==> src/rtl/core/jqve_pkg.sv <==
`default_nettype none
// ----------------------------------------------------------------------------
// jqve_pkg
// Shared types, character codes and lookup functions for the quoted JSON
// value encoder.
// ----------------------------------------------------------------------------
package jqve_pkg;

   localparam int MAX_CHARS   = 6;   // most characters one request can cause
   localparam int LEN_W       = 3;   // holds 0..MAX_CHARS
   localparam int COUNT_W     = 32;
   localparam int QUEUE_DEPTH = 4;

   localparam logic [1:0] OP_TEXT   = 2'd0;
   localparam logic [1:0] OP_BASE64 = 2'd1;
   localparam logic [1:0] OP_HEX    = 2'd2;

   localparam logic [7:0] CH_QUOTE     = 8'h22;
   localparam logic [7:0] CH_BACKSLASH = 8'h5C;
   localparam logic [7:0] CH_PAD       = 8'h3D;  // '='
   localparam logic [7:0] CH_BS        = 8'h08;
   localparam logic [7:0] CH_FF        = 8'h0C;
   localparam logic [7:0] CH_LF        = 8'h0A;
   localparam logic [7:0] CH_CR        = 8'h0D;
   localparam logic [7:0] CH_TAB       = 8'h09;
   localparam logic [7:0] CH_LOW_B     = 8'h62;  // 'b'
   localparam logic [7:0] CH_LOW_F     = 8'h66;
   localparam logic [7:0] CH_LOW_N     = 8'h6E;
   localparam logic [7:0] CH_LOW_R     = 8'h72;
   localparam logic [7:0] CH_LOW_T     = 8'h74;
   localparam logic [7:0] CH_UP_A      = 8'h41;
   localparam logic [7:0] CH_LOW_A     = 8'h61;
   localparam logic [7:0] CH_ZERO      = 8'h30;
   localparam logic [7:0] CH_PLUS      = 8'h2B;
   localparam logic [7:0] CH_SLASH     = 8'h2F;

   // One request's worth of characters, queued between front and back
   typedef struct packed {
      logic [MAX_CHARS-1:0][7:0] chars;
      logic [LEN_W-1:0]          len;
      logic [COUNT_W-1:0]        base_count;
   } jqve_entry_type;

   // Standard base64 alphabet
   function automatic logic [7:0] b64_char(input logic [5:0] v);
      logic [7:0] r;
      if (v < 6'd26)
         r = CH_UP_A + {2'b00, v};
      else if (v < 6'd52)
         r = CH_LOW_A + {2'b00, v - 6'd26};
      else if (v < 6'd62)
         r = CH_ZERO + {2'b00, v - 6'd52};
      else if (v == 6'd62)
         r = CH_PLUS;
      else
         r = CH_SLASH;
      return r;
   endfunction

   function automatic logic [7:0] hex_char(input logic [3:0] v);
      logic [7:0] r;
      if (v < 4'd10)
         r = CH_ZERO + {4'h0, v};
      else
         r = CH_LOW_A + {4'h0, v - 4'd10};
      return r;
   endfunction

endpackage
`default_nettype wire

==> src/rtl/core/jqve_front.sv <==
`default_nettype none
// ----------------------------------------------------------------------------
// jqve_front
// Classifies each request, expands it into its character group, keeps the
// base64 group state and the running character count.
// ----------------------------------------------------------------------------
module jqve_front
   import jqve_pkg::*;
(
   input  wire logic           clock,
   input  wire logic           reset,
   input  wire logic           csr_wr_en,
   input  wire logic           csr_wr_data,
   input  wire logic           req_accept,
   input  wire logic [1:0]     req_operation,
   input  wire logic [7:0]     req_data_byte,
   input  wire logic           req_first_byte,
   input  wire logic           req_last_byte,
   input  wire logic           req_empty_value,
   output logic                push,
   output jqve_entry_type      push_entry
);

   logic               emit_enable_ff, emit_enable_in;
   logic [1:0]         phase_ff, phase_in;
   logic [3:0]         left_ff, left_in;
   logic [COUNT_W-1:0] count_ff, count_in;

   logic [MAX_CHARS-1:0][7:0] seq;
   logic [LEN_W-1:0]          n;
   logic [1:0]                ph;
   logic [3:0]                lf;
   logic [7:0]                c;
   logic [7:0]                esc;

   always_comb begin
      seq      = '0;
      n        = '0;
      phase_in = phase_ff;
      left_in  = left_ff;
      c        = req_data_byte;
      esc      = 8'h00;
      ph       = phase_ff;
      lf       = left_ff;
      if (req_empty_value) begin
         seq[n] = CH_QUOTE; n = n + 1'b1;
         seq[n] = CH_QUOTE; n = n + 1'b1;
         phase_in = 2'd0;
         left_in  = 4'd0;
      end else begin
         if (req_first_byte) begin
            seq[n] = CH_QUOTE; n = n + 1'b1;
            if (req_operation == OP_BASE64) begin
               ph = 2'd0;
               lf = 4'd0;
            end
         end
         case (req_operation)
            OP_TEXT: begin
               case (c)
                  CH_QUOTE:     esc = CH_QUOTE;
                  CH_BACKSLASH: esc = CH_BACKSLASH;
                  CH_BS:        esc = CH_LOW_B;
                  CH_FF:        esc = CH_LOW_F;
                  CH_LF:        esc = CH_LOW_N;
                  CH_CR:        esc = CH_LOW_R;
                  CH_TAB:       esc = CH_LOW_T;
                  default:      esc = 8'h00;
               endcase
               if (esc != 8'h00) begin
                  seq[n] = CH_BACKSLASH; n = n + 1'b1;
                  seq[n] = esc;          n = n + 1'b1;
               end else begin
                  seq[n] = c; n = n + 1'b1;
               end
            end
            OP_BASE64: begin
               if (ph == 2'd0) begin
                  seq[n] = b64_char(c[7:2]); n = n + 1'b1;
                  lf = {2'b00, c[1:0]};
                  ph = 2'd1;
               end else if (ph == 2'd1) begin
                  seq[n] = b64_char({lf[1:0], c[7:4]}); n = n + 1'b1;
                  lf = c[3:0];
                  ph = 2'd2;
               end else begin
                  seq[n] = b64_char({lf, c[7:6]}); n = n + 1'b1;
                  seq[n] = b64_char(c[5:0]);       n = n + 1'b1;
                  lf = 4'd0;
                  ph = 2'd0;
               end
               if (req_last_byte) begin
                  // flush the partial group with padding
                  if (ph == 2'd1) begin
                     seq[n] = b64_char({lf[1:0], 4'b0000}); n = n + 1'b1;
                     seq[n] = CH_PAD; n = n + 1'b1;
                     seq[n] = CH_PAD; n = n + 1'b1;
                  end else if (ph == 2'd2) begin
                     seq[n] = b64_char({lf, 2'b00}); n = n + 1'b1;
                     seq[n] = CH_PAD; n = n + 1'b1;
                  end
                  ph = 2'd0;
                  lf = 4'd0;
               end
               phase_in = ph;
               left_in  = lf;
            end
            OP_HEX: begin
               seq[n] = hex_char(c[7:4]); n = n + 1'b1;
               seq[n] = hex_char(c[3:0]); n = n + 1'b1;
            end
            default: begin
            end
         endcase
         if (req_last_byte) begin
            seq[n] = CH_QUOTE; n = n + 1'b1;
         end
      end
   end

   assign emit_enable_in = csr_wr_en ? csr_wr_data : emit_enable_ff;
   assign count_in       = count_ff + {{(COUNT_W-LEN_W){1'b0}}, n};

   assign push                  = req_accept && emit_enable_ff && (n != '0);
   assign push_entry.chars      = seq;
   assign push_entry.len        = n;
   assign push_entry.base_count = count_ff;

   always_ff @(posedge clock) begin
      if (reset) begin
         emit_enable_ff <= 1'b1;
         phase_ff       <= 2'd0;
         left_ff        <= 4'd0;
         count_ff       <= '0;
      end else begin
         emit_enable_ff <= emit_enable_in;
         if (req_accept) begin
            phase_ff <= phase_in;
            left_ff  <= left_in;
            count_ff <= count_in;
         end
      end
   end

endmodule
`default_nettype wire

==> src/rtl/core/jqve_queue.sv <==
`default_nettype none
// ----------------------------------------------------------------------------
// jqve_queue
// Short queue of character groups between the front and the back.
// ----------------------------------------------------------------------------
module jqve_queue
   import jqve_pkg::*;
#(
   parameter int DEPTH = QUEUE_DEPTH
) (
   input  wire logic           clock,
   input  wire logic           reset,
   input  wire logic           push,
   input  wire jqve_entry_type push_entry,
   input  wire logic           pop,
   output jqve_entry_type      head,
   output logic                not_empty,
   output logic                full
);

   localparam int PTR_W = (DEPTH > 1) ? $clog2(DEPTH) : 1;
   localparam int CNT_W = $clog2(DEPTH + 1);

   jqve_entry_type   mem [DEPTH];
   logic [PTR_W-1:0] wr_ptr_ff, wr_ptr_in;
   logic [PTR_W-1:0] rd_ptr_ff, rd_ptr_in;
   logic [CNT_W-1:0] fill_ff, fill_in;

   assign not_empty = (fill_ff != '0);
   assign full      = (fill_ff == CNT_W'(DEPTH));
   assign head      = mem[rd_ptr_ff];

   always_comb begin
      wr_ptr_in = wr_ptr_ff;
      rd_ptr_in = rd_ptr_ff;
      fill_in   = fill_ff;
      if (push)
         wr_ptr_in = (wr_ptr_ff == PTR_W'(DEPTH - 1)) ? '0 : wr_ptr_ff + 1'b1;
      if (pop)
         rd_ptr_in = (rd_ptr_ff == PTR_W'(DEPTH - 1)) ? '0 : rd_ptr_ff + 1'b1;
      if (push && !pop)
         fill_in = fill_ff + 1'b1;
      else if (pop && !push)
         fill_in = fill_ff - 1'b1;
   end

   always_ff @(posedge clock) begin
      if (push)
         mem[wr_ptr_ff] <= push_entry;
   end

   always_ff @(posedge clock) begin
      if (reset) begin
         wr_ptr_ff <= '0;
         rd_ptr_ff <= '0;
         fill_ff   <= '0;
      end else begin
         wr_ptr_ff <= wr_ptr_in;
         rd_ptr_ff <= rd_ptr_in;
         fill_ff   <= fill_in;
      end
   end

endmodule
`default_nettype wire

==> src/rtl/core/jqve_back.sv <==
`default_nettype none
// ----------------------------------------------------------------------------
// jqve_back
// Walks the head character group into the output register one character per
// cycle while rsp_tready does not stall it, and stamps each character with its running count.
// ----------------------------------------------------------------------------
module jqve_back
   import jqve_pkg::*;
(
   input  wire logic           clock,
   input  wire logic           reset,
   input  wire jqve_entry_type head,
   input  wire logic           not_empty,
   output logic                pop,
   output logic                rsp_tvalid,
   input  wire logic           rsp_tready,
   output logic [39:0]         rsp_tdata,
   output logic                rsp_tlast
);

   logic [LEN_W-1:0]   idx_ff, idx_in;
   logic               valid_ff, valid_in;
   logic [7:0]         char_ff, char_in;
   logic               last_ff, last_in;
   logic [COUNT_W-1:0] count_ff, count_in;
   logic               load;
   logic               last_char;

   assign load      = not_empty && (!valid_ff || rsp_tready);
   assign last_char = (idx_ff == head.len - 1'b1);
   assign pop       = load && last_char;

   always_comb begin
      idx_in   = idx_ff;
      valid_in = valid_ff && !rsp_tready;
      char_in  = char_ff;
      last_in  = last_ff;
      count_in = count_ff;
      if (load) begin
         valid_in = 1'b1;
         char_in  = head.chars[idx_ff];
         last_in  = last_char;
         count_in = head.base_count + {{(COUNT_W-LEN_W){1'b0}}, idx_ff} + 1'b1;
         idx_in   = last_char ? '0 : idx_ff + 1'b1;
      end
   end

   always_ff @(posedge clock) begin
      if (reset) begin
         idx_ff   <= '0;
         valid_ff <= 1'b0;
      end else begin
         idx_ff   <= idx_in;
         valid_ff <= valid_in;
      end
   end

   always_ff @(posedge clock) begin
      char_ff  <= char_in;
      last_ff  <= last_in;
      count_ff <= count_in;
   end

   assign rsp_tvalid = valid_ff;
   assign rsp_tdata  = {count_ff, char_ff};
   assign rsp_tlast  = last_ff;

endmodule
`default_nettype wire

==> src/rtl/core/json_quoted_value_encoder_core.sv <==
`default_nettype none
// ----------------------------------------------------------------------------
// json_quoted_value_encoder_core
// Encodes a byte stream as a quoted JSON string: escaped text, base64 or hex.
// ----------------------------------------------------------------------------
// Each request carries one byte of a value and yields zero to six characters
// (quotes, escapes, base64 digits and padding, hex digits). A request is taken
// whenever the group queue has room; characters leave one per cycle from the
// output register while rsp_tready is high, each passing first through the group
// queue and then the output register. The output side sets the sustained rate:
// a request of n characters holds the back end until all n have left, and the
// QUEUE_DEPTH-entry queue absorbs bursts. With csr_wr_data low at a csr_wr_en
// pulse, characters are counted but not sent.
// ----------------------------------------------------------------------------
module json_quoted_value_encoder_core
   import jqve_pkg::*;
#(
   parameter int QUEUE_DEPTH_P = QUEUE_DEPTH
) (
   input  wire logic        clock,
   input  wire logic        reset,
   input  wire logic        csr_wr_en,
   input  wire logic        csr_wr_data,   // emit_enable
   input  wire logic        req_tvalid,
   output logic             req_tready,
   input  wire logic [7:0]  req_tdata,     // [7:0] data_byte
   input  wire logic [3:0]  req_tuser,     // [1:0] operation, [2] first_byte, [3] empty_value
   input  wire logic        req_tlast,     // last_byte
   output logic             rsp_tvalid,
   input  wire logic        rsp_tready,
   output logic [39:0]      rsp_tdata,     // [7:0] out_char, [39:8] char_count
   output logic             rsp_tlast      // last_out
);

   logic           q_full;
   logic           q_not_empty;
   logic           push;
   logic           pop;
   logic           req_accept;
   jqve_entry_type push_entry;
   jqve_entry_type head;

   assign req_tready = !q_full;
   assign req_accept = req_tvalid && !q_full;

   jqve_front u_front (
      .clock           (clock),
      .reset           (reset),
      .csr_wr_en       (csr_wr_en),
      .csr_wr_data     (csr_wr_data),
      .req_accept      (req_accept),
      .req_operation   (req_tuser[1:0]),
      .req_data_byte   (req_tdata),
      .req_first_byte  (req_tuser[2]),
      .req_last_byte   (req_tlast),
      .req_empty_value (req_tuser[3]),
      .push            (push),
      .push_entry      (push_entry)
   );

   jqve_queue #(
      .DEPTH (QUEUE_DEPTH_P)
   ) u_queue (
      .clock      (clock),
      .reset      (reset),
      .push       (push),
      .push_entry (push_entry),
      .pop        (pop),
      .head       (head),
      .not_empty  (q_not_empty),
      .full       (q_full)
   );

   jqve_back u_back (
      .clock      (clock),
      .reset      (reset),
      .head       (head),
      .not_empty  (q_not_empty),
      .pop        (pop),
      .rsp_tvalid (rsp_tvalid),
      .rsp_tready (rsp_tready),
      .rsp_tdata  (rsp_tdata),
      .rsp_tlast  (rsp_tlast)
   );

endmodule
`default_nettype wire
==> config.mk <==
export PLATFORM = sky130hd
export DESIGN_NAME = json_quoted_value_encoder_core
export DESIGN_NICKNAME = d
export VERILOG_FILES = /design/src/rtl/core/jqve_pkg.sv /design/src/rtl/core/jqve_front.sv /design/src/rtl/core/jqve_queue.sv /design/src/rtl/core/jqve_back.sv /design/src/rtl/core/json_quoted_value_encoder_core.sv
export SDC_FILE = /design/constraint.sdc
export NUM_CORES = 1
export LEC_CHECK = 0
export BUFFER_PORTS_ARGS = -buffer_cell sky130_fd_sc_hd__clkbuf_2
export CORE_MARGIN = 4
export CORE_UTILIZATION = 61
export CTS_CLUSTER_SIZE = 40
export DETAILED_ROUTE_END_ITERATION = 6
export PLACE_DENSITY_LB_ADDON = 0.08
export RECOVER_POWER = 25
export SYNTH_ARGS = -nofsm -noshare
export SYNTH_HDL_FRONTEND = slang
export SYNTH_SLANG_ARGS = --single-unit
==> constraint.sdc <==
create_clock -name clock -period 14.8 [get_ports clock]
set_clock_uncertainty 0.1 [all_clocks]
set_input_delay 0.74 -clock clock [delete_from_list [all_inputs] [get_ports clock]]
set_output_delay 0.74 -clock clock [all_outputs]
set_load 0.05 [all_outputs]
==> impl_metrics.sql, run 1 <==
INSERT INTO impl_metrics (metric_group, metric, value, unit) VALUES
('outcome', 'status', 'finished, violations left', ''),
('outcome', 'violations', 'capacitance limit, slew limit', ''),
('critical_path', 'arrival_time_reported_for_the_critical_path_endpoint', '6.70', 'ns'),
('floorplanning', 'floorplan.initialDensity', '62.4', '%'),
('layout', 'final_layout_size_suffix_gt1_share', '14.3', '%'),
('placed_design', 'post_dp_cell_area', '20400', 'um^2'),
('clock_network', 'cts_sinks', '385', ''),
('clock_network', 'hold_buffers', '0', ''),
('placed_design', 'pre_cts_ws', '8.03', 'ns'),
('critical_path', 'worst-r2r-cell-count', '20', ''),
('clock_network', 'cts_buffers', '39', ''),
('yosys', 'xor_xnor_share_of_the_synthesized_area', '5.15', '%'),
('detailed_routing', 'num_vias', '13619', ''),
('yosys', 'count_of_flip_flops_with_a_built_in_enable_after_synthesis', '333', ''),
('floorplanning', 'core-area', '31800', 'um^2'),
('yosys', 'post_synthesis_simple_gate_area_fraction', '11.4', '%'),
('critical_path', 'critical_path.reg2reg.endpoint', 'u_front.count_ff[25]', ''),
('sta', 'finalWorstPathRequiredPeriod', '6.47', 'ns'),
('yosys', 'synth_top_cell_area_share', '50.4', '%'),
('power_and_ir_drop', 'p_clk_share', '30.0', '%'),
('yosys', 'synthArstFlopShare', '0', '%'),
('clock_network', 'cts_setup_buffers', '0', ''),
('power_and_ir_drop', 'post-layout-total-power', '3.24', 'mW'),
('yosys', 'synth-adder-area-share', '4.15', '%'),
('critical_path', 'endpoint_kind', 'flop', ''),
('placed_design', 'gp_routability_congestion', '0.987', ''),
('yosys', 'synth-main-ff-cell', 'sky130_fd_sc_hd__edfxtp_1', ''),
('clock_network', 'cts-htree-levels', '2', ''),
('critical_path', 'path_cells', 'clkbuf_2 > clkinv_1 > ha_1 > and4_1 > a211oi_2 > nand2_1 > inv_1 > ha_1 > a21oi_1 > a31oi_1 > inv_1 > ha_1 > nand2_1 > o21ai_0 > or2_2 > ha_1 > a21o_1 > a21oi_1 > nand3b_1 > nor3_2 > nand4_1 > xor2_1 > nor2_1', ''),
('floorplanning', 'die_h', '188', 'um'),
('yosys', 'number_of_storage_elements_in_the_synthesis_netlist', '385', ''),
('detailed_routing', 'drtIter0Drc', '1964', ''),
('yosys', 'synth.top_cells.by_count', 'sky130_fd_sc_hd__edfxtp_1 (333), sky130_fd_sc_hd__nor2_1 (123), sky130_fd_sc_hd__nand2_1 (114)', ''),
('sta', 'layout_setup_ws', '8.33', 'ns'),
('sta', 'final.hold.worst_slack', '0.318', 'ns'),
('yosys', 'synth_cell_types', '90', ''),
('yosys', 'yosys_warnings', '0', ''),
('yosys', 'netlist_top_cells_area', 'sky130_fd_sc_hd__edfxtp_1 (50%), sky130_fd_sc_hd__mux4_2 (8.9%), sky130_fd_sc_hd__dfxtp_1 (5.2%), sky130_fd_sc_hd__ha_1 (3.8%), sky130_fd_sc_hd__xnor2_1 (2.7%)', ''),
('power_and_ir_drop', 'sw_frac_of_total', '32.1', '%'),
('power_and_ir_drop', 'power.combinational.fraction', '26.2', '%'),
('yosys', 'syn-mean-instance-area', '12.7', 'um^2'),
('hold_path', 'origin_of_the_worst_min_delay_path', 'csr_wr_data', ''),
('critical_path', 'setup.worst_path.start', 'req_tdata[7]', ''),
('grt', 'grt_pass1_wl', '82.1', 'mm'),
('sta', 'timing.final.hold_violations', '0', ''),
('layout', 'instances_no_fill', '2061', ''),
('critical_path', 'worst-r2r-setup-slack', '9.29', 'ns'),
('floorplanning', 'number_of_rows_created_at_floorplan', '65', ''),
('yosys', 'share_of_synthesized_area_occupied_by_flip_flops_and_latches', '55.6', '%'),
('clock_network', 'tritoncts', 'done', ''),
('layout', 'finish.utilization', '68.3', '%'),
('layout', 'layout-area-overhead-vs-synth', '9.43', '%'),
('critical_path', 'crit_top_cell', 'sky130_fd_sc_hd__ha_1', ''),
('placed_design', 'post-dp-hpwl', '35.0', 'mm'),
('placed_design', 'buffer_ports.inserted', '61', ''),
('sta', 'finalCritPeriodShare', '43.7', '%'),
('yosys', 'synth.most_common_cell', 'sky130_fd_sc_hd__edfxtp_1', ''),
('critical_path', 'critical-path-max-stage-delay', '0.59', 'ns'),
('power_and_ir_drop', 'ratio_of_total_power_to_cell_area', '149', 'nW/um^2'),
('flow_run', 'max_cap_viol_count', '2', ''),
('clock_network', 'clock-root-buffer', 'sky130_fd_sc_hd__clkbuf_16', ''),
('power_and_ir_drop', 'sw_pwr', '1.04', 'mW'),
('critical_path', 'critPathLaunchType', 'input port', ''),
('sta', 'timing_max_transition_violations_final', '95', ''),
('detailed_routing', 'wl_per_cell', '25.8', 'um'),
('hold_path', 'whs_path_depth', '2', ''),
('power_and_ir_drop', 'p_leak', '7.45', 'nW'),
('yosys', 'synth.mux.area_fraction', '10.0', '%'),
('grt', 'grt_remaining_overflow', '0', ''),
('yosys', 'synth_top_family_by_area', 'simple AND/OR/NAND/NOR gates', ''),
('detailed_routing', 'ant_nets', '0', '');
-- routing by layer --
metal  track usage, %  vias up  part of all wire, %
met1             44.8     6801                   43
met5                0        -                    0
met4             7.20        0                  2.7
met2             47.3      658                   47
met3             3.48      116                  7.5
li1                 -     6044                    -
-- state kept, by name, indices dropped and copies added (netlist names), named ones only --
name / cells
u_queue.mem: 292
u_back.count_ff: 32
u_front.count_ff: 32
u_back.char_ff: 8
u_front.left_ff: 4
u_back.idx_ff: 3
u_queue.fill_ff: 3
u_front.phase_ff: 2
u_queue.rd_ptr_ff: 2
u_queue.wr_ptr_ff: 2
u_back.rsp_tlast: 1
u_back.rsp_tvalid: 1
u_front.emit_enable_ff: 1
-- cell type report --
| cell class | count | area, um^2 | share of cell area [%] |
|---|---|---|---|
| clock inverters | 16 | 170 | 0.784 |
| multi-input cells | 1041 | 8220 | 37.9 |
| flip-flops and latches | 385 | 11000 | 50.9 |
| repair buffers | 78 | 408 | 1.88 |
| well taps | 435 | 544 | 2.51 |
| inverters | 51 | 191 | 0.882 |
| clock buffers | 55 | 1130 | 5.20 |
-- power groups by stage --
stage,sequential [mW],combinational [mW],clock [mW]
4_1_cts,1.42,0.857,0.984
2_1_floorplan,1.62,0.452,0
3_3_place_gp,1.43,0.834,0
6_report,1.42,0.848,0.970
3_5_place_dp,1.43,0.844,0
5_1_grt,1.43,0.901,1.04
-- worst max-delay path by stage --
stage | end | cells after the start | slack (ns)
2_1_floorplan | u_queue.mem[0][0] | 19 | 8.49
3_3_place_gp | u_front.count_ff[25] | 23 | 8.26
3_5_place_dp | u_front.count_ff[25] | 23 | 8.03
4_1_cts | u_front.count_ff[25] | 23 | 8.57
5_1_grt | u_front.count_ff[31] | 23 | 7.85
6_report | u_front.count_ff[25] | 23 | 8.33
-- cell families (layout without fill, tap and decap cells) --
group,after synthesis,count (layout)
other,1,8
AOI/OAI and AO/OA,304,304
xor gates and xnor gates,115,115
muxes,96,96
adders and majority gates,64,64
buffers and inverters,142,200
DFF,385,385
and+or+nand+nor,454,454
-- layout by cell type, fill, tap and decap left out, types with 50 or more instances in the layout --
master                     synthesis  routed
sky130_fd_sc_hd__dfxtp_1          52      50
sky130_fd_sc_hd__xor2_1           52      52
sky130_fd_sc_hd__nand2_1         114     114
sky130_fd_sc_hd__ha_1             61      61
sky130_fd_sc_hd__o21ai_0          61      61
sky130_fd_sc_hd__edfxtp_1        333     333
sky130_fd_sc_hd__nor2_1          123     123
sky130_fd_sc_hd__nand3_1          51      51
sky130_fd_sc_hd__xnor2_1          62      62
sky130_fd_sc_hd__mux4_2           78      78
sky130_fd_sc_hd__a21oi_1          67      66
-- worst max-delay path: cells and delay by family --
| family | cells | cell delay [ns] |
|---|---|---|
| AO/OA/AOI/OAI | 6 | 1.19 |
| buffers and inverters | 4 | 1.14 |
| AND/OR/NAND/NOR | 8 | 2.27 |
| adder cells (fa/ha/maj) | 4 | 1.14 |
| XOR/XNOR | 1 | 0.20 |
No activity file was read; power rests on OpenSTA's default activity.
==> run 2: changes to the inputs <==
--- a/config.mk
+++ b/config.mk
@@ -7,7 +7,7 @@
 export LEC_CHECK = 0
 export BUFFER_PORTS_ARGS = -buffer_cell sky130_fd_sc_hd__clkbuf_2
 export CORE_MARGIN = 4
-export CORE_UTILIZATION = 61
+export CORE_UTILIZATION = 57
 export CTS_CLUSTER_SIZE = 40
 export DETAILED_ROUTE_END_ITERATION = 6
 export PLACE_DENSITY_LB_ADDON = 0.08
==> constraint.sdc (replaced) <==
create_clock -name clock -period 5.7 [get_ports clock]
set_clock_uncertainty 0.1 [all_clocks]
set_input_delay 0.285 -clock clock [delete_from_list [all_inputs] [get_ports clock]]
set_output_delay 0.285 -clock clock [all_outputs]
set_load 0.05 [all_outputs]
==> run 2 against run 1 <==
  * The run now ends clean
  * Via count shrank 0.23%
  * Wire length shrank 2.5%
  * Setup slack got worse by 7.3 ns
  * Die area is 6.7% higher
  * Combinational power rose to 2.6 times the previous value
  * Global-route usage down 2.6 points
  * Cell count rose by 3.0%
  * Sequential share of layout area shrank 0.52 points
  * Clock power rose by 150%
  * Worst hold slack got worse by 0.13 ns
  * Critical path type unchanged
  * Highest routed layer is now met5
==> impl_metrics.sql, run 2 (synthesized netlist as in run 1, its figures left out) <==
INSERT INTO impl_metrics (metric_group, metric, value, unit) VALUES
('outcome', 'status', 'complete, no violations', ''),
('grt', 'grt_usage', '27.2', '%'),
('critical_path', 'critical_path_depth', '22', ''),
('detailed_routing', 'ant_nets', '0', ''),
('layout', 'largest_register_ff_count', '292', ''),
('floorplanning', 'die-width', '195', 'um'),
('detailed_routing', 'detail_route.vias_per_cell', '6.40', ''),
('sta', 'tightest_slew', '1.22', 'ns'),
('clock_network', 'clock-root-buffer', 'sky130_fd_sc_hd__clkbuf_16', ''),
('layout', 'fillCellCount', '2624', ''),
('layout', 'instances_no_fill', '2123', ''),
('placed_design', 'buffer_ports.inserted', '61', ''),
('clock_network', 'tritoncts', 'done', ''),
('layout', 'final_layout_size_suffix_gt1_share', '14.6', '%'),
('sta', 'finalCritPeriodShare', '82.1', '%'),
('layout', 'postLayoutCellArea', '21900', 'um^2'),
('hold_path', 'timing.hold.worst.class', 'in -> reg', ''),
('power_and_ir_drop', 'ratio_of_total_power_to_cell_area', '376', 'nW/um^2'),
('layout', 'finish.utilization', '63.7', '%'),
('power_and_ir_drop', 'post-layout-total-power', '8.25', 'mW'),
('sta', 'timing.final.hold_violations', '0', ''),
('critical_path', 'arrival_time_reported_for_the_critical_path_endpoint', '4.98', 'ns'),
('detailed_routing', 'num_vias', '13588', ''),
('power_and_ir_drop', 'ir_worst_vdd', '0.340', 'mV'),
('clock_network', 'cts_repair_resize_count', '0', ''),
('critical_path', 'critPathBufInv', '3', ''),
('critical_path', 'req_time_crit_path', '6.01', 'ns'),
('critical_path', 'cpMaxStageDelayCell', 'sky130_fd_sc_hd__nor3_2', ''),
('floorplanning', 'floorplan.initialDensity', '57.6', '%'),
('floorplanning', 'dieArea', '37900', 'um^2'),
('layout', 'layout_commonest_cell', 'sky130_fd_sc_hd__edfxtp_1', ''),
('placed_design', 'post-dp-hpwl', '35.5', 'mm'),
('power_and_ir_drop', 'sw_pwr', '2.66', 'mW'),
('critical_path', 'critPathLaunchType', 'input port', ''),
('clock_network', 'cts-root-to-sink-buffers', '3', ''),
('critical_path', 'worst-setup-path-type', 'in -> reg', ''),
('critical_path', 'endpoint_kind', 'flop', ''),
('power_and_ir_drop', 'power.combinational.fraction', '26.7', '%'),
('layout', 'antenna_cells', '0', ''),
('sta', 'max_freq', '214', 'MHz'),
('clock_network', 'cts_buffers', '39', ''),
('detailed_routing', 'drtIter0Drc', '1303', ''),
('layout', 'multi_input_logic_area', '8220', 'um^2'),
('floorplanning', 'ioPinCount', '62', ''),
('placed_design', 'pre_cts_ws', '0.563', 'ns'),
('critical_path', 'path_cells', 'clkbuf_2 > inv_1 > ha_1 > a22o_1 > a21oi_1 > nand2_1 > inv_1 > ha_1 > nor2b_1 > o31ai_4 > ha_1 > nand2_1 > o21ai_0 > or2_2 > ha_1 > a21o_1 > a21oi_1 > nand3b_1 > nor3_2 > nand3_1 > xor2_1 > nor2_1', ''),
('critical_path', 'worst-r2r-cell-count', '20', ''),
('floorplanning', 'die_h', '195', 'um'),
('hold_path', 'whs_path_depth', '3', ''),
('grt', 'grt_pass1_wl', '79.7', 'mm'),
('sta', 'final.hold.worst_slack', '0.191', 'ns'),
('sta', 'grt_setup_unrepaired', 'no', ''),
('detailed_routing', 'drt_pre_antenna_iters', '5', ''),
('layout', 'register_area', '11000', 'um^2'),
('sta', 'timing_max_transition_violations_final', '0', ''),
('sta', 'tns', '0', 'ns'),
('sta', 'finalWorstPathRequiredPeriod', '4.68', 'ns'),
('grt', 'largest_net_degree_at_the_start_of_global_routing', '66', ''),
('power_and_ir_drop', 'p_leak', '7.53', 'nW'),
('grt', 'grt_remaining_overflow', '0', ''),
('clock_network', 'cts-htree-levels', '2', ''),
('clock_network', 'hold_buffers', '3', ''),
('detailed_routing', 'routed_wire_length', '51.9', 'mm'),
('placed_design', 'post_dp_cell_area', '20800', 'um^2'),
('clock_network', 'cts_setup_buffers', '0', ''),
('clock_network', 'clk_pin_slew_worst_paths', '0.06', 'ns'),
('sta', 'setup_viol', '0', ''),
('sta', 'layout_setup_ws', '1.02', 'ns'),
('clock_network', 'clock_latency', '0.54', 'ns'),
('critical_path', 'critical-path-max-stage-delay', '0.60', 'ns'),
('power_and_ir_drop', 'power.sequential.fraction', '44.1', '%'),
('grt', 'number_of_global_route_vias_before_repair', '13103', ''),
('detailed_routing', 'wl_per_cell', '24.4', 'um'),
('floorplanning', 'core-area', '34500', 'um^2'),
('critical_path', 'crit_path_max_fanout', '9', ''),
('floorplanning', 'number_of_rows_created_at_floorplan', '68', ''),
('placed_design', 'gp_routability_congestion', '1.01', ''),
('flow_run', 'max_cap_viol_count', '0', ''),
('power_and_ir_drop', 'sw_frac_of_total', '32.2', '%'),
('layout', 'nets', '1721', ''),
('power_and_ir_drop', 'p_int', '5.59', 'mW'),
('detailed_routing', 'drcViolationCount', '0', ''),
('layout', 'biggestRegsByFlops', 'u_queue.mem (292), u_back.count_ff (32), u_front.count_ff (32)', ''),
('clock_network', 'cts_sinks', '385', ''),
('layout', 'layout.cells.most_common_list', 'sky130_fd_sc_hd__edfxtp_1 (333), sky130_fd_sc_hd__nor2_1 (123), sky130_fd_sc_hd__nand2_1 (114)', ''),
('layout', 'max_flop_register', 'u_queue.mem', ''),
('sta', 'worst_slew_margin_rel', '18.3', '%'),
('critical_path', 'crit_top_cell', 'sky130_fd_sc_hd__ha_1', ''),
('layout', 'layout-area-overhead-vs-synth', '10.6', '%'),
('grt', 'initial_antenna_violation_count', '1', ''),
('placed_design', 'placed_cells', '2049', ''),
('power_and_ir_drop', 'p_clk_share', '29.2', '%'),
('critical_path', 'worst_path_dominant_cell_family', 'simple AND/OR/NAND/NOR gates', '');
-- run 2: changes by cell type in the layout (fill, tap and decap cells not counted) --
cell                            delta
sky130_fd_sc_hd__buf_4            +39
sky130_fd_sc_hd__bufinv_16         -1
sky130_fd_sc_hd__clkbuf_1         +31
sky130_fd_sc_hd__clkbuf_16         -2
sky130_fd_sc_hd__clkbuf_2         -25
sky130_fd_sc_hd__clkinv_1          -2
sky130_fd_sc_hd__clkinv_16         -1
sky130_fd_sc_hd__clkinvlp_4        -1
sky130_fd_sc_hd__dlygate4sd3_1     +3
sky130_fd_sc_hd__inv_6             +1
-- run 2: layer usage --
layer	part of all wire [%]	vias up	global-route usage, %	wire [um]
li1	-	6114	-	-
met1	45	6769	41.5	23300
met2	44	608	40.2	23100
met3	7.5	95	4.85	3900
met4	3.1	2	8.41	1620
met5	0.039	-	0	20
-- run 2: final timing paths --
check                      startpoint                    to  slack [ns]
setup / recovery         req_tdata[2]  u_front.count_ff[19]        1.02
hold / removal                  reset   u_front.count_ff[8]        0.19
setup reg to reg  u_front.phase_ff[1]  u_front.count_ff[19]        1.10
hold reg to reg     u_back.rsp_tvalid     u_back.rsp_tvalid        0.40
-- run 2: power groups by stage --
| stage | combinational, mW | sequential, mW | clock, mW |
|---|---|---|---|
| finish | 2.20 | 3.64 | 2.41 |
| floorplan | 1.18 | 4.21 | 0 |
| detailed placement | 2.24 | 3.70 | 0 |
| CTS | 2.25 | 3.64 | 2.46 |
| global route | 2.35 | 3.67 | 2.59 |
| global placement | 2.22 | 3.68 | 0 |
-- run 2: layout make-up --
cell class | instances | area share [%]
Tap cell | 455 | 2.59
Multi-Input combinational cell | 1041 | 37.5
Sequential cell | 385 | 50.4
Clock buffer | 59 | 5.02
Clock inverter | 12 | 0.473
Inverter | 51 | 0.873
Timing Repair Buffer | 120 | 3.19
-- run 2: worst register-to-register path, cell delays in order (launching register included) --
cell	delay, ns
sky130_fd_sc_hd__dfxtp_1	0.44
sky130_fd_sc_hd__or2_1	0.14
sky130_fd_sc_hd__buf_4	0.19
sky130_fd_sc_hd__nand2_1	0.14
sky130_fd_sc_hd__ha_1	0.33
sky130_fd_sc_hd__and3b_1	0.17
sky130_fd_sc_hd__o21bai_1	0.06
sky130_fd_sc_hd__a31oi_1	0.21
sky130_fd_sc_hd__inv_1	0.09
sky130_fd_sc_hd__ha_1	0.29
sky130_fd_sc_hd__nand2_1	0.06
sky130_fd_sc_hd__o21ai_0	0.13
sky130_fd_sc_hd__or2_2	0.37
sky130_fd_sc_hd__ha_1	0.29
sky130_fd_sc_hd__a21o_1	0.10
sky130_fd_sc_hd__a21oi_1	0.07
sky130_fd_sc_hd__nand3b_1	0.24
sky130_fd_sc_hd__nor3_2	0.60
sky130_fd_sc_hd__nand3_1	0.20
sky130_fd_sc_hd__xor2_1	0.16
sky130_fd_sc_hd__nor2_1	0.06
==> run 3: changes to the inputs <==
--- a/config.mk
+++ b/config.mk
@@ -7,7 +7,7 @@
 export LEC_CHECK = 0
 export BUFFER_PORTS_ARGS = -buffer_cell sky130_fd_sc_hd__clkbuf_2
 export CORE_MARGIN = 4
-export CORE_UTILIZATION = 57
+export CORE_UTILIZATION = 61
 export CTS_CLUSTER_SIZE = 40
 export DETAILED_ROUTE_END_ITERATION = 6
 export PLACE_DENSITY_LB_ADDON = 0.08
==> constraint.sdc (replaced) <==
create_clock -name clock -period 4.9 [get_ports clock]
set_clock_uncertainty 0.1 [all_clocks]
set_input_delay 0.245 -clock clock [delete_from_list [all_inputs] [get_ports clock]]
set_output_delay 0.245 -clock clock [all_outputs]
set_load 0.05 [all_outputs]
==> run 3 against run 2 <==
  * The run now ends with capacitance limit, slew limit left
  * Clock power rose by 15%
  * Flip-flop and latch count did not move
  * Critical path depth fell by 3
  * Die area fell by 6.3%
  * Largest cell class unchanged
  * Largest power group unchanged
==> impl_metrics.sql, run 3 (synthesized netlist as in run 1, its figures left out) <==
INSERT INTO impl_metrics (metric_group, metric, value, unit) VALUES
('outcome', 'status', 'finished, violations left', ''),
('outcome', 'violations', 'capacitance limit, slew limit', ''),
('layout', 'antenna_cells', '0', ''),
('critical_path', 'path_cells', 'or2_1 > nand2_1 > ha_1 > and3b_1 > o21bai_1 > a31oi_2 > inv_1 > ha_1 > nand2_1 > o21ai_0 > or2_2 > ha_1 > a21o_1 > a21oi_1 > nand3b_1 > nor3_4 > nand4_1 > xor2_1 > nor2_1', ''),
('layout', 'layout_commonest_cell', 'sky130_fd_sc_hd__edfxtp_1', ''),
('sta', 'tns', '0', 'ns'),
('detailed_routing', 'drt_pre_antenna_iters', '5', ''),
('grt', 'grt_remaining_overflow', '0', ''),
('grt', 'initial_antenna_violation_count', '2', ''),
('layout', 'postLayoutCellArea', '22100', 'um^2'),
('placed_design', 'gp_routability_congestion', '1.01', ''),
('layout', 'fillCellCount', '2229', ''),
('grt', 'grt_pass1_wl', '79.8', 'mm'),
('placed_design', 'buffer_ports.inserted', '61', ''),
('critical_path', 'critPathLaunchType', 'flop', ''),
('power_and_ir_drop', 'p_leak', '7.63', 'nW'),
('layout', 'max_flop_register', 'u_queue.mem', ''),
('layout', 'multi_input_logic_area', '8230', 'um^2'),
('sta', 'finalWorstPathRequiredPeriod', '4.50', 'ns'),
('critical_path', 'worst-setup-path-type', 'reg -> reg', ''),
('sta', 'timing_max_transition_violations_final', '45', ''),
('critical_path', 'cpMaxStageDelayCell', 'sky130_fd_sc_hd__nor3_4', ''),
('sta', 'finalCritPeriodShare', '91.9', '%'),
('sta', 'setup_viol', '0', ''),
('floorplanning', 'die-width', '188', 'um'),
('critical_path', 'critical-path-max-stage-delay', '0.47', 'ns'),
('clock_network', 'cts-htree-levels', '2', ''),
('layout', 'nets', '1734', ''),
('critical_path', 'worst_path_dominant_cell_family', 'simple AND/OR/NAND/NOR gates', ''),
('sta', 'worst_slew_margin_rel', '-64.4', '%'),
('grt', 'largest_net_degree_at_the_start_of_global_routing', '54', ''),
('critical_path', 'arrival_time_reported_for_the_critical_path_endpoint', '4.81', 'ns'),
('detailed_routing', 'wl_per_cell', '24.0', 'um'),
('layout', 'largest_register_ff_count', '292', ''),
('detailed_routing', 'drtIter0Drc', '1432', ''),
('clock_network', 'clock_latency', '0.53', 'ns'),
('flow_run', 'max_cap_viol_count', '1', ''),
('detailed_routing', 'ant_nets', '0', ''),
('grt', 'number_of_global_route_vias_before_repair', '13429', ''),
('floorplanning', 'ioPinCount', '62', ''),
('critical_path', 'crit_path_max_fanout', '8', ''),
('detailed_routing', 'detail_route.vias_per_cell', '6.45', ''),
('power_and_ir_drop', 'ir_worst_vdd', '0.427', 'mV'),
('sta', 'timing.final.hold_violations', '0', ''),
('clock_network', 'clk_pin_slew_worst_paths', '0.06', 'ns'),
('critical_path', 'crit_top_cell', 'sky130_fd_sc_hd__ha_1', ''),
('sta', 'grt_setup_unrepaired', 'no', ''),
('detailed_routing', 'routed_wire_length', '50.8', 'mm'),
('grt', 'grt_usage', '28.8', '%'),
('critical_path', 'critPathBufInv', '1', ''),
('clock_network', 'tritoncts', 'done', ''),
('detailed_routing', 'num_vias', '13644', ''),
('critical_path', 'req_time_crit_path', '5.20', 'ns'),
('sta', 'tightest_slew', '2.47', 'ns'),
('layout', 'register_area', '11000', 'um^2'),
('critical_path', 'endpoint_kind', 'flop', ''),
('placed_design', 'post-dp-hpwl', '34.9', 'mm'),
('clock_network', 'cts_sinks', '385', ''),
('layout', 'final_layout_size_suffix_gt1_share', '15.3', '%'),
('floorplanning', 'dieArea', '35500', 'um^2'),
('clock_network', 'cts_buffers', '38', ''),
('floorplanning', 'core-area', '31800', 'um^2'),
('layout', 'layout.cells.most_common_list', 'sky130_fd_sc_hd__edfxtp_1 (333), sky130_fd_sc_hd__nor2_1 (123), sky130_fd_sc_hd__nand2_1 (114)', ''),
('detailed_routing', 'drcViolationCount', '0', ''),
('power_and_ir_drop', 'ratio_of_total_power_to_cell_area', '435', 'nW/um^2'),
('floorplanning', 'floorplan.initialDensity', '62.4', '%'),
('sta', 'max_freq', '222', 'MHz'),
('clock_network', 'cts_repair_resize_count', '0', ''),
('layout', 'biggestRegsByFlops', 'u_queue.mem (292), u_back.count_ff (32), u_front.count_ff (32)', ''),
('hold_path', 'timing.hold.worst.class', 'in -> reg', ''),
('layout', 'layout-area-overhead-vs-synth', '11.2', '%'),
('clock_network', 'clock-root-buffer', 'sky130_fd_sc_hd__clkbuf_16', ''),
('placed_design', 'post_dp_cell_area', '20900', 'um^2'),
('floorplanning', 'number_of_rows_created_at_floorplan', '65', ''),
('floorplanning', 'die_h', '188', 'um'),
('clock_network', 'cts-root-to-sink-buffers', '3', '');
## run 3: metrics by stage
| step | std cells | hold slack (ns) | power (mW) | setup slack [ns] | util, % |
|---|---|---|---|---|---|
| 5_1_grt | 2116 | 0.163 | 10.0 | 0.0365 | 69.4 |
| 3_5_place_dp | 2043 | 0.354 | 6.92 | 0.0319 | 65.7 |
| 4_1_cts | 2116 | 0.132 | 9.70 | 0.443 | 69.6 |
| 6_report | 2116 | 0.156 | 9.60 | 0.398 | 69.4 |
| 2_1_floorplan | 1568 | 0.263 | 6.27 | 0.0193 | - |
| 3_3_place_gp | 2043 | 0.357 | 6.87 | 0.165 | 65.7 |
## run 3: worst paths after layout
kind              depth (start not counted)  slack, ns                    to                 from
setup / recovery                         19       0.40  u_front.count_ff[25]  u_front.phase_ff[1]
hold / removal                            4       0.16    u_front.left_ff[2]         req_tdata[2]
setup reg to reg                         19       0.40  u_front.count_ff[25]  u_front.phase_ff[1]
hold reg to reg                           2       0.39     u_back.rsp_tvalid    u_back.rsp_tvalid
## run 3: repair_timing
item / CTS / global route
endpoints found under the hold margin: 2 / 0
buffers inserted: 0 / 0
hold buffers: 3 / 0
## run 3: layout make-up
| type | instances | share of cell area [%] |
|---|---|---|
| clock buffer | 46 | 4.63 |
| clock inverter | 24 | 0.828 |
| inverter | 51 | 0.868 |
| multi-input combinational | 1041 | 37.3 |
| sequential | 385 | 50.1 |
| tap | 435 | 2.47 |
| timing repair buffer | 134 | 3.85 |
## run 3: report_power, final
group          internal [mW]  switching (mW)  leakage, nW
clock                   1.60            1.17        0.603
combinational          0.831            1.73         3.52
sequential              4.07           0.193         3.51
## run 3: per-layer routing
layer	GRT usage, %	vias up	share of wire [%]
met5	0	-	0.045
met4	8.74	4	3.1
met3	5.02	115	7.7
met2	43.4	633	45
met1	43.5	6746	44
li1	-	6146	-
## run 3: worst register-to-register path, delay by kind of cell (launching register included)
kind                     cells  cell delay, ns
AO/OA/AOI/OAI                5            0.60
XOR/XNOR                     1            0.18
adder cells (fa/ha/maj)      3            0.95
buffers and inverters        1            0.09
flip-flops                   1            0.34
AND/OR/NAND/NOR              9            2.14
